File: src/hdl/brfp_pkg.sv
`timescale 1ns / 1ps
// ----------------------------------------------------------------------------
// brfp_pkg
// Shared constants, command codes and control/status types of the byte ring
// FIFO with peek.
// ----------------------------------------------------------------------------
package brfp_pkg;

  localparam int unsigned BYTE_W            = 8;
  localparam int unsigned CNT_W             = 8;
  localparam int unsigned CMD_W             = 3;
  localparam int unsigned SIZE_W            = 9;
  localparam int unsigned RING_MAX          = 256;
  localparam int unsigned DEPTH_DEF         = 256;
  localparam int unsigned MAX_POP_BURST_DEF = 16;

  localparam logic [SIZE_W-1:0] SIZE_MIN   = 9'd2;
  localparam logic [SIZE_W-1:0] SIZE_RESET = 9'd256;
  localparam logic [CNT_W-1:0]  CNT_SAT    = 8'd255;

  localparam logic [CMD_W-1:0] CMD_PUSH   = 3'd0;
  localparam logic [CMD_W-1:0] CMD_POP    = 3'd1;
  localparam logic [CMD_W-1:0] CMD_PEEK   = 3'd2;
  localparam logic [CMD_W-1:0] CMD_DROP   = 3'd3;
  localparam logic [CMD_W-1:0] CMD_HEAD_F = 3'd4;
  localparam logic [CMD_W-1:0] CMD_HEAD_B = 3'd5;
  localparam logic [CMD_W-1:0] CMD_STATUS = 3'd6;

  typedef struct packed {
    logic do_single;
    logic rd_pop;
    logic rd_peek;
    logic emit_peek;
    logic emit_pop;
  } ctrl_t;

  typedef struct packed {
    logic slot_free;
    logic pop_empty;
    logic pop_last;
  } status_t;

endpackage

File: src/hdl/brfp_ctrl.sv
`timescale 1ns / 1ps
// ----------------------------------------------------------------------------
// brfp_ctrl
// Command sequencer: accepts words, runs peek reads and pop bursts.
// ----------------------------------------------------------------------------
module brfp_ctrl
  import brfp_pkg::*;
(
  input  logic             clk_i,
  input  logic             rst_ni,
  input  logic             in_valid_i,
  input  logic [CMD_W-1:0] cmd_i,
  input  status_t          status_i,
  output logic             in_ready_o,
  output ctrl_t            ctrl_o
);

  localparam logic [1:0] ST_IDLE = 2'd0;
  localparam logic [1:0] ST_PEEK = 2'd1;
  localparam logic [1:0] ST_POP  = 2'd2;

  logic [1:0] state_q, state_d;
  logic       accept;

  assign in_ready_o = (state_q == ST_IDLE) && status_i.slot_free;
  assign accept     = in_valid_i && in_ready_o;

  always_comb begin
    state_d = state_q;
    ctrl_o  = '0;
    unique case (state_q)
      ST_IDLE: begin
        if (accept) begin
          if (cmd_i == CMD_PEEK) begin
            ctrl_o.rd_peek = 1'b1;
            state_d        = ST_PEEK;
          end else if (cmd_i == CMD_POP && !status_i.pop_empty) begin
            ctrl_o.rd_pop = 1'b1;
            state_d       = ST_POP;
          end else begin
            ctrl_o.do_single = 1'b1;
          end
        end
      end
      ST_PEEK: begin
        if (status_i.slot_free) begin
          ctrl_o.emit_peek = 1'b1;
          state_d          = ST_IDLE;
        end
      end
      ST_POP: begin
        if (status_i.slot_free) begin
          ctrl_o.emit_pop = 1'b1;
          if (status_i.pop_last) begin
            state_d = ST_IDLE;
          end
        end
      end
      default: begin
        state_d = ST_IDLE;
      end
    endcase
  end

  always_ff @(posedge clk_i or negedge rst_ni) begin
    if (!rst_ni) begin
      state_q <= ST_IDLE;
    end else begin
      state_q <= state_d;
    end
  end

endmodule

File: src/hdl/brfp_dp.sv
`timescale 1ns / 1ps
// ----------------------------------------------------------------------------
// brfp_dp
// Ring store, pointers, fill count, burst state and result register.
// ----------------------------------------------------------------------------
module brfp_dp
  import brfp_pkg::*;
#(
  parameter int unsigned DEPTH         = DEPTH_DEF,
  parameter int unsigned MAX_POP_BURST = MAX_POP_BURST_DEF
) (
  input  logic              clk_i,
  input  logic              rst_ni,
  input  logic              cfg_we_i,
  input  logic [SIZE_W-1:0] cfg_size_i,
  input  logic [CMD_W-1:0]  cmd_i,
  input  logic [BYTE_W-1:0] data_byte_i,
  input  logic [CNT_W-1:0]  count_i,
  input  logic              write_last_i,
  input  ctrl_t             ctrl_i,
  output status_t           status_o,
  input  logic              out_ready_i,
  output logic              out_valid_o,
  output logic [BYTE_W-1:0] data_out_o,
  output logic              ok_o,
  output logic [CNT_W-1:0]  moved_count_o,
  output logic [CNT_W-1:0]  used_count_o,
  output logic [CNT_W-1:0]  free_count_o,
  output logic              last_o
);

  localparam int unsigned STORE_DEPTH = (DEPTH < RING_MAX) ? DEPTH : RING_MAX;
  localparam int unsigned PTR_W       = $clog2(STORE_DEPTH);
  localparam int unsigned SUM_W       = SIZE_W + 1;
  localparam int unsigned REM_W       = $clog2(MAX_POP_BURST + 1);
  localparam logic [SIZE_W-1:0] STORE_SIZE = SIZE_W'(STORE_DEPTH);
  localparam logic [CNT_W-1:0]  BURST_MAX  = CNT_W'(MAX_POP_BURST);

  function automatic logic [PTR_W-1:0] wrap_ptr(input logic [SUM_W-1:0] sum,
                                                input logic [SIZE_W-1:0] sz);
    logic [SUM_W-1:0] r;
    r = sum;
    if (sum >= SUM_W'(sz)) begin
      r = sum - SUM_W'(sz);
    end
    return PTR_W'(r);
  endfunction

  logic [BYTE_W-1:0]      mem_q [STORE_DEPTH];
  logic [STORE_DEPTH-1:0] vld_q;
  logic [BYTE_W-1:0]      rdata_q;
  logic                   rvld_q;

  logic [SIZE_W-1:0] size_q;
  logic [PTR_W-1:0]  head_q, head_d;
  logic [PTR_W-1:0]  tail_q, tail_d;
  logic [PTR_W-1:0]  used_q, used_d;
  logic [CNT_W-1:0]  acc_q, acc_d;
  logic              ref_q, ref_d;
  logic [REM_W-1:0]  rem_q, rem_d;
  logic [REM_W-1:0]  pcnt_q, pcnt_d;
  logic              hit_q, hit_d;

  logic              out_valid_q;
  logic [BYTE_W-1:0] out_data_q;
  logic              out_ok_q;
  logic [CNT_W-1:0]  out_moved_q;
  logic [CNT_W-1:0]  out_used_q;
  logic [CNT_W-1:0]  out_free_q;
  logic              out_last_q;

  logic [SIZE_W-1:0] size_eff;
  logic [SIZE_W-1:0] used_ext;
  logic [PTR_W-1:0]  free_now;
  logic [PTR_W-1:0]  free_d;
  logic [CNT_W-1:0]  amt_used;
  logic [CNT_W-1:0]  amt_free;
  logic [CNT_W-1:0]  burst_n;
  logic [CNT_W-1:0]  pop_k;
  logic [CNT_W-1:0]  acc_inc;
  logic [PTR_W-1:0]  head_inc;
  logic [PTR_W-1:0]  tail_inc;
  logic [PTR_W-1:0]  peek_addr;
  logic              peek_hit;
  logic              push_ok;
  logic              slot_free;

  logic              wr_en;
  logic              rd_en;
  logic [PTR_W-1:0]  raddr;
  logic              load;
  logic [BYTE_W-1:0] res_data;
  logic              res_ok;
  logic [CNT_W-1:0]  res_moved;
  logic              res_last;

  assign size_eff = (size_q < SIZE_MIN)   ? SIZE_MIN :
                    (size_q > STORE_SIZE) ? STORE_SIZE : size_q;
  assign used_ext = SIZE_W'(used_q);
  assign free_now = PTR_W'(size_eff - SIZE_W'(1) - used_ext);

  assign amt_used = (SIZE_W'(count_i) < used_ext) ? count_i : CNT_W'(used_q);
  assign amt_free = (count_i < CNT_W'(free_now)) ? count_i : CNT_W'(free_now);
  assign burst_n  = (count_i < BURST_MAX) ? count_i : BURST_MAX;
  assign pop_k    = (SIZE_W'(burst_n) < used_ext) ? burst_n : CNT_W'(used_q);

  assign acc_inc   = (acc_q == CNT_SAT) ? acc_q : acc_q + CNT_W'(1);
  assign head_inc  = wrap_ptr(SUM_W'(head_q) + SUM_W'(1), size_eff);
  assign tail_inc  = wrap_ptr(SUM_W'(tail_q) + SUM_W'(1), size_eff);
  assign peek_addr = wrap_ptr(SUM_W'(tail_q) + SUM_W'(count_i), size_eff);
  assign peek_hit  = SIZE_W'(count_i) < used_ext;
  assign push_ok   = !ref_q && (free_now != '0);

  assign slot_free = !out_valid_q || out_ready_i;

  assign status_o.slot_free = slot_free;
  assign status_o.pop_empty = (pop_k == '0);
  assign status_o.pop_last  = (rem_q == REM_W'(1));

  always_comb begin
    head_d    = head_q;
    tail_d    = tail_q;
    used_d    = used_q;
    acc_d     = acc_q;
    ref_d     = ref_q;
    rem_d     = rem_q;
    pcnt_d    = pcnt_q;
    hit_d     = hit_q;
    wr_en     = 1'b0;
    rd_en     = 1'b0;
    raddr     = tail_q;
    load      = 1'b0;
    res_data  = '0;
    res_ok    = 1'b0;
    res_moved = '0;
    res_last  = 1'b1;

    if (ctrl_i.do_single) begin
      load = 1'b1;
      unique case (cmd_i)
        CMD_PUSH: begin
          if (push_ok) begin
            wr_en     = 1'b1;
            head_d    = head_inc;
            used_d    = used_q + PTR_W'(1);
            res_data  = data_byte_i;
            res_ok    = 1'b1;
            res_moved = acc_inc;
            acc_d     = acc_inc;
          end else begin
            res_moved = acc_q;
            ref_d     = 1'b1;
          end
          if (write_last_i) begin
            acc_d = '0;
            ref_d = 1'b0;
          end
        end
        CMD_DROP: begin
          tail_d    = wrap_ptr(SUM_W'(tail_q) + SUM_W'(amt_used), size_eff);
          used_d    = used_q - PTR_W'(amt_used);
          res_ok    = (amt_used == count_i);
          res_moved = amt_used;
        end
        CMD_HEAD_F: begin
          head_d    = wrap_ptr(SUM_W'(head_q) + SUM_W'(amt_free), size_eff);
          used_d    = used_q + PTR_W'(amt_free);
          res_ok    = (amt_free == count_i);
          res_moved = amt_free;
        end
        CMD_HEAD_B: begin
          head_d    = wrap_ptr(SUM_W'(head_q) + SUM_W'(size_eff) - SUM_W'(amt_used),
                               size_eff);
          used_d    = used_q - PTR_W'(amt_used);
          res_ok    = (amt_used == count_i);
          res_moved = amt_used;
        end
        CMD_STATUS: begin
          res_ok = 1'b1;
        end
        default: begin
          res_ok = 1'b0;
        end
      endcase
    end

    if (ctrl_i.rd_pop) begin
      rd_en  = 1'b1;
      raddr  = tail_q;
      rem_d  = REM_W'(pop_k);
      pcnt_d = '0;
    end

    if (ctrl_i.rd_peek) begin
      rd_en = 1'b1;
      raddr = peek_hit ? peek_addr : tail_q;
      hit_d = peek_hit;
    end

    if (ctrl_i.emit_peek) begin
      load     = 1'b1;
      res_data = (hit_q && rvld_q) ? rdata_q : '0;
      res_ok   = hit_q;
    end

    if (ctrl_i.emit_pop) begin
      load      = 1'b1;
      res_data  = rvld_q ? rdata_q : '0;
      res_ok    = 1'b1;
      res_moved = CNT_W'(pcnt_q) + CNT_W'(1);
      res_last  = status_o.pop_last;
      used_d    = used_q - PTR_W'(1);
      tail_d    = tail_inc;
      rem_d     = rem_q - REM_W'(1);
      pcnt_d    = pcnt_q + REM_W'(1);
      if (!status_o.pop_last) begin
        rd_en = 1'b1;
        raddr = tail_inc;
      end
    end
  end

  assign free_d = PTR_W'(size_eff - SIZE_W'(1) - SIZE_W'(used_d));

  always_ff @(posedge clk_i) begin
    if (wr_en) begin
      mem_q[head_q] <= data_byte_i;
    end
    if (rd_en) begin
      rdata_q <= mem_q[raddr];
    end
    if (load) begin
      out_data_q  <= res_data;
      out_ok_q    <= res_ok;
      out_moved_q <= res_moved;
      out_used_q  <= CNT_W'(used_d);
      out_free_q  <= CNT_W'(free_d);
      out_last_q  <= res_last;
    end
  end

  always_ff @(posedge clk_i or negedge rst_ni) begin
    if (!rst_ni) begin
      size_q      <= SIZE_RESET;
      head_q      <= '0;
      tail_q      <= '0;
      used_q      <= '0;
      acc_q       <= '0;
      ref_q       <= 1'b0;
      rem_q       <= '0;
      pcnt_q      <= '0;
      hit_q       <= 1'b0;
      vld_q       <= '0;
      rvld_q      <= 1'b0;
      out_valid_q <= 1'b0;
    end else begin
      if (cfg_we_i) begin
        size_q <= cfg_size_i;
        head_q <= '0;
        tail_q <= '0;
        used_q <= '0;
        acc_q  <= '0;
        ref_q  <= 1'b0;
        vld_q  <= '0;
      end else begin
        head_q <= head_d;
        tail_q <= tail_d;
        used_q <= used_d;
        acc_q  <= acc_d;
        ref_q  <= ref_d;
        if (wr_en) begin
          vld_q[head_q] <= 1'b1;
        end
      end
      rem_q  <= rem_d;
      pcnt_q <= pcnt_d;
      hit_q  <= hit_d;
      if (rd_en) begin
        rvld_q <= vld_q[raddr];
      end
      if (load) begin
        out_valid_q <= 1'b1;
      end else if (out_ready_i) begin
        out_valid_q <= 1'b0;
      end
    end
  end

  assign out_valid_o   = out_valid_q;
  assign data_out_o    = out_data_q;
  assign ok_o          = out_ok_q;
  assign moved_count_o = out_moved_q;
  assign used_count_o  = out_used_q;
  assign free_count_o  = out_free_q;
  assign last_o        = out_last_q;

endmodule

File: src/hdl/byte_ring_fifo_with_peek_core.sv
`timescale 1ns / 1ps
// ----------------------------------------------------------------------------
// byte_ring_fifo_with_peek_core
// Byte ring FIFO with push bursts, pop bursts, peek, drop and head moves.
//
// Channel   Dir  Handshake                 Payload
// in        in   in_valid_i / in_ready_o   cmd_i, data_byte_i, count_i,
//                                          write_last_i
// out       out  out_valid_o / out_ready_i data_out_o, ok_o, moved_count_o,
//                                          used_count_o, free_count_o, last_o
// cfg       in   cfg_valid_i / cfg_ready_o cfg_size_in_use_i
//
// Push, drop, head moves, status, unused codes, empty pops: result registered
// in the cycle after the word is taken. Peek: store read register, then output
// register. Pop of k bytes: one byte per cycle from the single store read
// port; low out_ready_i holds the result and pauses the burst. A new word is
// taken once the last result is in the output register and that register is
// free or being emptied. Reset and size writes clear the store valid bits.
// ----------------------------------------------------------------------------
module byte_ring_fifo_with_peek_core
  import brfp_pkg::*;
#(
  parameter int unsigned DEPTH         = DEPTH_DEF,
  parameter int unsigned MAX_POP_BURST = MAX_POP_BURST_DEF
) (
  input  logic              clk_i,
  input  logic              rst_ni,
  input  logic              cfg_valid_i,
  output logic              cfg_ready_o,
  input  logic [SIZE_W-1:0] cfg_size_in_use_i,
  input  logic              in_valid_i,
  output logic              in_ready_o,
  input  logic [CMD_W-1:0]  cmd_i,
  input  logic [BYTE_W-1:0] data_byte_i,
  input  logic [CNT_W-1:0]  count_i,
  input  logic              write_last_i,
  output logic              out_valid_o,
  input  logic              out_ready_i,
  output logic [BYTE_W-1:0] data_out_o,
  output logic              ok_o,
  output logic [CNT_W-1:0]  moved_count_o,
  output logic [CNT_W-1:0]  used_count_o,
  output logic [CNT_W-1:0]  free_count_o,
  output logic              last_o
);

  ctrl_t   ctrl;
  status_t status;

  assign cfg_ready_o = 1'b1;

  brfp_ctrl u_ctrl (
    .clk_i      (clk_i),
    .rst_ni     (rst_ni),
    .in_valid_i (in_valid_i),
    .cmd_i      (cmd_i),
    .status_i   (status),
    .in_ready_o (in_ready_o),
    .ctrl_o     (ctrl)
  );

  brfp_dp #(
    .DEPTH         (DEPTH),
    .MAX_POP_BURST (MAX_POP_BURST)
  ) u_dp (
    .clk_i         (clk_i),
    .rst_ni        (rst_ni),
    .cfg_we_i      (cfg_valid_i && cfg_ready_o),
    .cfg_size_i    (cfg_size_in_use_i),
    .cmd_i         (cmd_i),
    .data_byte_i   (data_byte_i),
    .count_i       (count_i),
    .write_last_i  (write_last_i),
    .ctrl_i        (ctrl),
    .status_o      (status),
    .out_ready_i   (out_ready_i),
    .out_valid_o   (out_valid_o),
    .data_out_o    (data_out_o),
    .ok_o          (ok_o),
    .moved_count_o (moved_count_o),
    .used_count_o  (used_count_o),
    .free_count_o  (free_count_o),
    .last_o        (last_o)
  );

  a_burst_word_ok: assert property (@(posedge clk_i) disable iff (!rst_ni)
    out_valid_o && !last_o |-> ok_o && (moved_count_o != 8'd0))
    else $error("non-final result without a popped byte");

  a_burst_blocks_input: assert property (@(posedge clk_i) disable iff (!rst_ni)
    out_valid_o && !last_o |-> !in_ready_o)
    else $error("input taken during a pop burst");

  a_peek_holds_input: assert property (@(posedge clk_i) disable iff (!rst_ni)
    in_valid_i && in_ready_o && (cmd_i == CMD_PEEK) |=> !in_ready_o)
    else $error("input taken while a peek read is pending");

endmodule

File: config.mk
export PLATFORM = sky130hd
export DESIGN_NAME = byte_ring_fifo_with_peek_core
export DESIGN_NICKNAME = d
export VERILOG_FILES = /design/src/hdl/brfp_pkg.sv /design/src/hdl/brfp_ctrl.sv /design/src/hdl/brfp_dp.sv /design/src/hdl/byte_ring_fifo_with_peek_core.sv
export SDC_FILE = /design/constraint.sdc
export NUM_CORES = 2
export LEC_CHECK = 0
export BUFFER_PORTS_ARGS = -buffer_cell sky130_fd_sc_hd__buf_2
export CAP_MARGIN = 20
export CORE_MARGIN = 2
export CORE_UTILIZATION = 45
export DETAILED_ROUTE_END_ITERATION = 6
export SYNTH_ARGS = -nofsm -noshare
export SYNTH_HDL_FRONTEND = slang
export SYNTH_SLANG_ARGS = --single-unit
File: constraint.sdc
create_clock -name clk_i -period 8.7 [get_ports clk_i]
set_input_delay 0.87 -clock clk_i [delete_from_list [all_inputs] [get_ports clk_i]]
set_output_delay 0.87 -clock clk_i [all_outputs]
set_load 0.005 [all_outputs]
==> results.cfg <==
[worst_hold_path]
worstHoldEndpoint = u_dp.size_q[8]
hp-start = cfg_size_in_use_i[8]
whs_path_depth = 3
hp-class = in2reg

[run]
cap_viol_max_count = 0

[critical_path]
arrival_ps = 8870
r2r_slack_ps = 560
worstPathRequired_ps = 9430
crit_path_start_kind = flip-flop
cpPeakStageDelay_ps = 420
end_kind = flip-flop
crit_fanout = 12
critPathKind = reg2reg
reg2regPathDepth = 42
slowest_stage = fa_1
r2r_start = u_dp.size_q[6]
rr_endpoint = u_dp.head_q[3]
crit_top_cell = nor2_1

[cts]
htree_num_levels = 5
clk_latency_ps = 950
clockRootBuffer = clkbuf_16
cts_tree = yes
cts.path.max_buffers = 4
cts.clk_slew.worst_paths_ps = 60
cts_made_buffers = 277
numClockSinks = 2403

[synth]
synth_seq_cells = 2403
synth_top_area_cell = edfxtp_1
synth_edf_count = 2090
yosysMostFrequentCell = edfxtp_1
ys_types = 97
yosysWarnings = 0
syn_area_per_cell_um2 = 12.1
seq_area_frac_synth_pct = 67.2
syn_inst = 8708
synth_top_area_share_pct = 59.7
synthTopCellsByCount = edfxtp_1 (2090), nand2_1 (1826), nand3_1 (840)
synth_area_um2 = 105000
ys_async_sr_fraction_pct = 13.0
synth.top_cells.by_area = edfxtp_1 (60%), dfrtp_1 (7.4%), nand2_1 (6.5%)
synth_flop_cell = edfxtp_1

[power]
ir_drop_mv = 0.386
power_mw = 44.6
p_leak_nw = 43.3
p_per_area_nw_per_um2 = 376

[global_routing]
grt_usage_pct = 27.2
antenna_found_initial = 18
grt_pass1_vias = 69000
grt_max_degree = 211
grt_first_pass_wirelength_mm = 479
overflow = 0

[placed_design]
routabilityCongestion = 0.893
port_buffers = 69
place_area_um2 = 110000
dpl.hpwl_mm = 199
dpl_worst_slack_ps = 408

[drt]
drc = 0
drt_iter0_drc = 9145
routed-via-count = 72900
wire_per_inst_um = 27.1
drt_wl_total_mm = 328
drt-vias-per-instance = 6.03
dr.pass1.iters = 7
antenna_left = 0

[sta]
setup_viol = 0
fmax_mhz = 123
fin_crit_sh_pct = 93.6
fin_skew_ps = 92.4
drv_slew = 0
relSlewSlack_pct = 19.2
worstMarginPinSlew_ps = 1210
hold_viol = 0
period_minus_slack_ps = 8140
fin_ws_ps = 557

[finish]
syn_to_final_growth_pct = 12.9
fin_nets = 9044
drive_gt1_share_pct = 9.98
fin_area_um2 = 119000

[floorplan]
dieArea_um2 = 237000
initial_core_util_pct = 45.2
num_io_pins = 71
die_h_um = 487
chipWidth_um = 487
rows = 177
core-area_um2 = 233000

[outcome]
outcome = finished clean
[final cells by class]
type,instances,area (um2)
fillers,20000,114000
flip-flops and latches,2403,70600
multi-input cells,5637,31700
clock buffers,346,7420
well taps,3043,3810
repair buffers,421,3590
clock inverters,122,1150
inverters,113,424
diodes,4,10.0
[cells by family (layout without fill, tap and decap cells)]
| logic type | Yosys count | in the layout | synth area share [%] |
|---|---|---|---|
| AOI/OAI and AO/OA | 1214 | 1214 | 7.76 |
| xor gates and xnor gates | 109 | 109 | 0.908 |
| adders and majority gates | 157 | 157 | 2.00 |
| buffers and inverters | 670 | 1002 | 3.02 |
| DFF | 2403 | 2403 | 67.2 |
| muxes | 380 | 380 | 3.79 |
| other | 2 | 8 | 0.00714 |
| and+or+nand+nor | 3773 | 3773 | 15.4 |
[per-layer routing]
layer	vias up	global-route usage [%]	share of wire [%]
li1	32100	-	-
met1	36800	38.7	42
met2	3467	42.1	46
met3	569	4.76	9.1
met4	4	9.24	3.5
met5	-	0	0.0082
[worst max path at each step]
stage | from | to | slack, ps
floorplan | u_dp.size_q[8] | u_dp.head_q[4] | 580
global route | u_dp.size_q[6] | u_dp.head_q[0] | -5
finish | u_dp.size_q[6] | u_dp.head_q[3] | 560
detailed placement | u_dp.size_q[6] | u_dp.free_count_o[7] | 410
global placement | u_dp.size_q[6] | u_dp.free_count_o[7] | 260
CTS | u_dp.size_q[6] | u_dp.free_count_o[7] | 350
[layout by cell type, fill, tap and decap left out, drive strengths merged, types with 30 or more instances in the layout]
cell type | netlist | final
dfrtp | 312 | 312
nand3 | 841 | 841
a31oi | 139 | 139
nor2 | 757 | 757
mux2i | 349 | 349
a211oi | 30 | 30
inv | 113 | 121
a21oi | 416 | 416
o211ai | 38 | 38
nand2 | 1826 | 1826
edfxtp | 2090 | 2090
a21o | 35 | 35
o2111ai | 33 | 33
clkbuf | 275 | 346
ha | 138 | 138
nor2b | 32 | 32
nor3 | 55 | 55
a311oi | 37 | 37
nand2b | 31 | 31
buf | 282 | 420
a221oi | 68 | 68
xnor2 | 67 | 67
o21ai | 135 | 135
and3 | 82 | 82
xor2 | 42 | 42
a32o | 37 | 37
nand4 | 45 | 45
clkinv | 0 | 87
[where the power goes]
group | switching, mW | internal [mW]
sequential | 0.176 | 12.8
clock | 4.59 | 6.64
combinational | 14.0 | 6.44
total | 18.7 | 25.9
[sequential cells by signal (all words and copies together), names as in the netlist, 2 cells and up]
signal,flops
u_ctrl.state_q,2
u_dp.acc_q,8
u_dp.data_out_o,8
u_dp.free_count_o,8
u_dp.head_q,8
u_dp.mem_q,2048
u_dp.moved_count_o,8
u_dp.pcnt_q,5
u_dp.rdata_q,8
u_dp.rem_q,5
u_dp.size_q,9
u_dp.tail_q,8
u_dp.used_count_o,8
u_dp.used_q,8
u_dp.vld_q,256
[worst max-delay path, delay by kind of cell, from the launching register on]
kind / cells / cell delay, ps
AOI/OAI and AO/OA: 13 / 2630
and+or+nand+nor: 17 / 2280
adders and majority gates: 5 / 1750
buffers and inverters: 5 / 640
DFF: 1 / 410
xor gates and xnor gates: 2 / 270
[what timing repair did]
item	CTS	global route
hold endpoints to repair	4	0
buffers inserted	0	0
gates resized for setup	0	13
hold buffers	1	0
endpoints found under the setup margin	0	9
[through the flow]
step	utilization (%)	TNS, ps	cells	hold WS (ps)
final	51.0	0	12100	234
after floorplan	-	0	8710	450
after detailed placement	47.3	0	11600	475
after global placement	47.3	0	11600	462
after global routing	51.0	-5.40	12100	207
after CTS	51.0	0	12100	174
No activity file was read; power rests on OpenSTA's default activity.
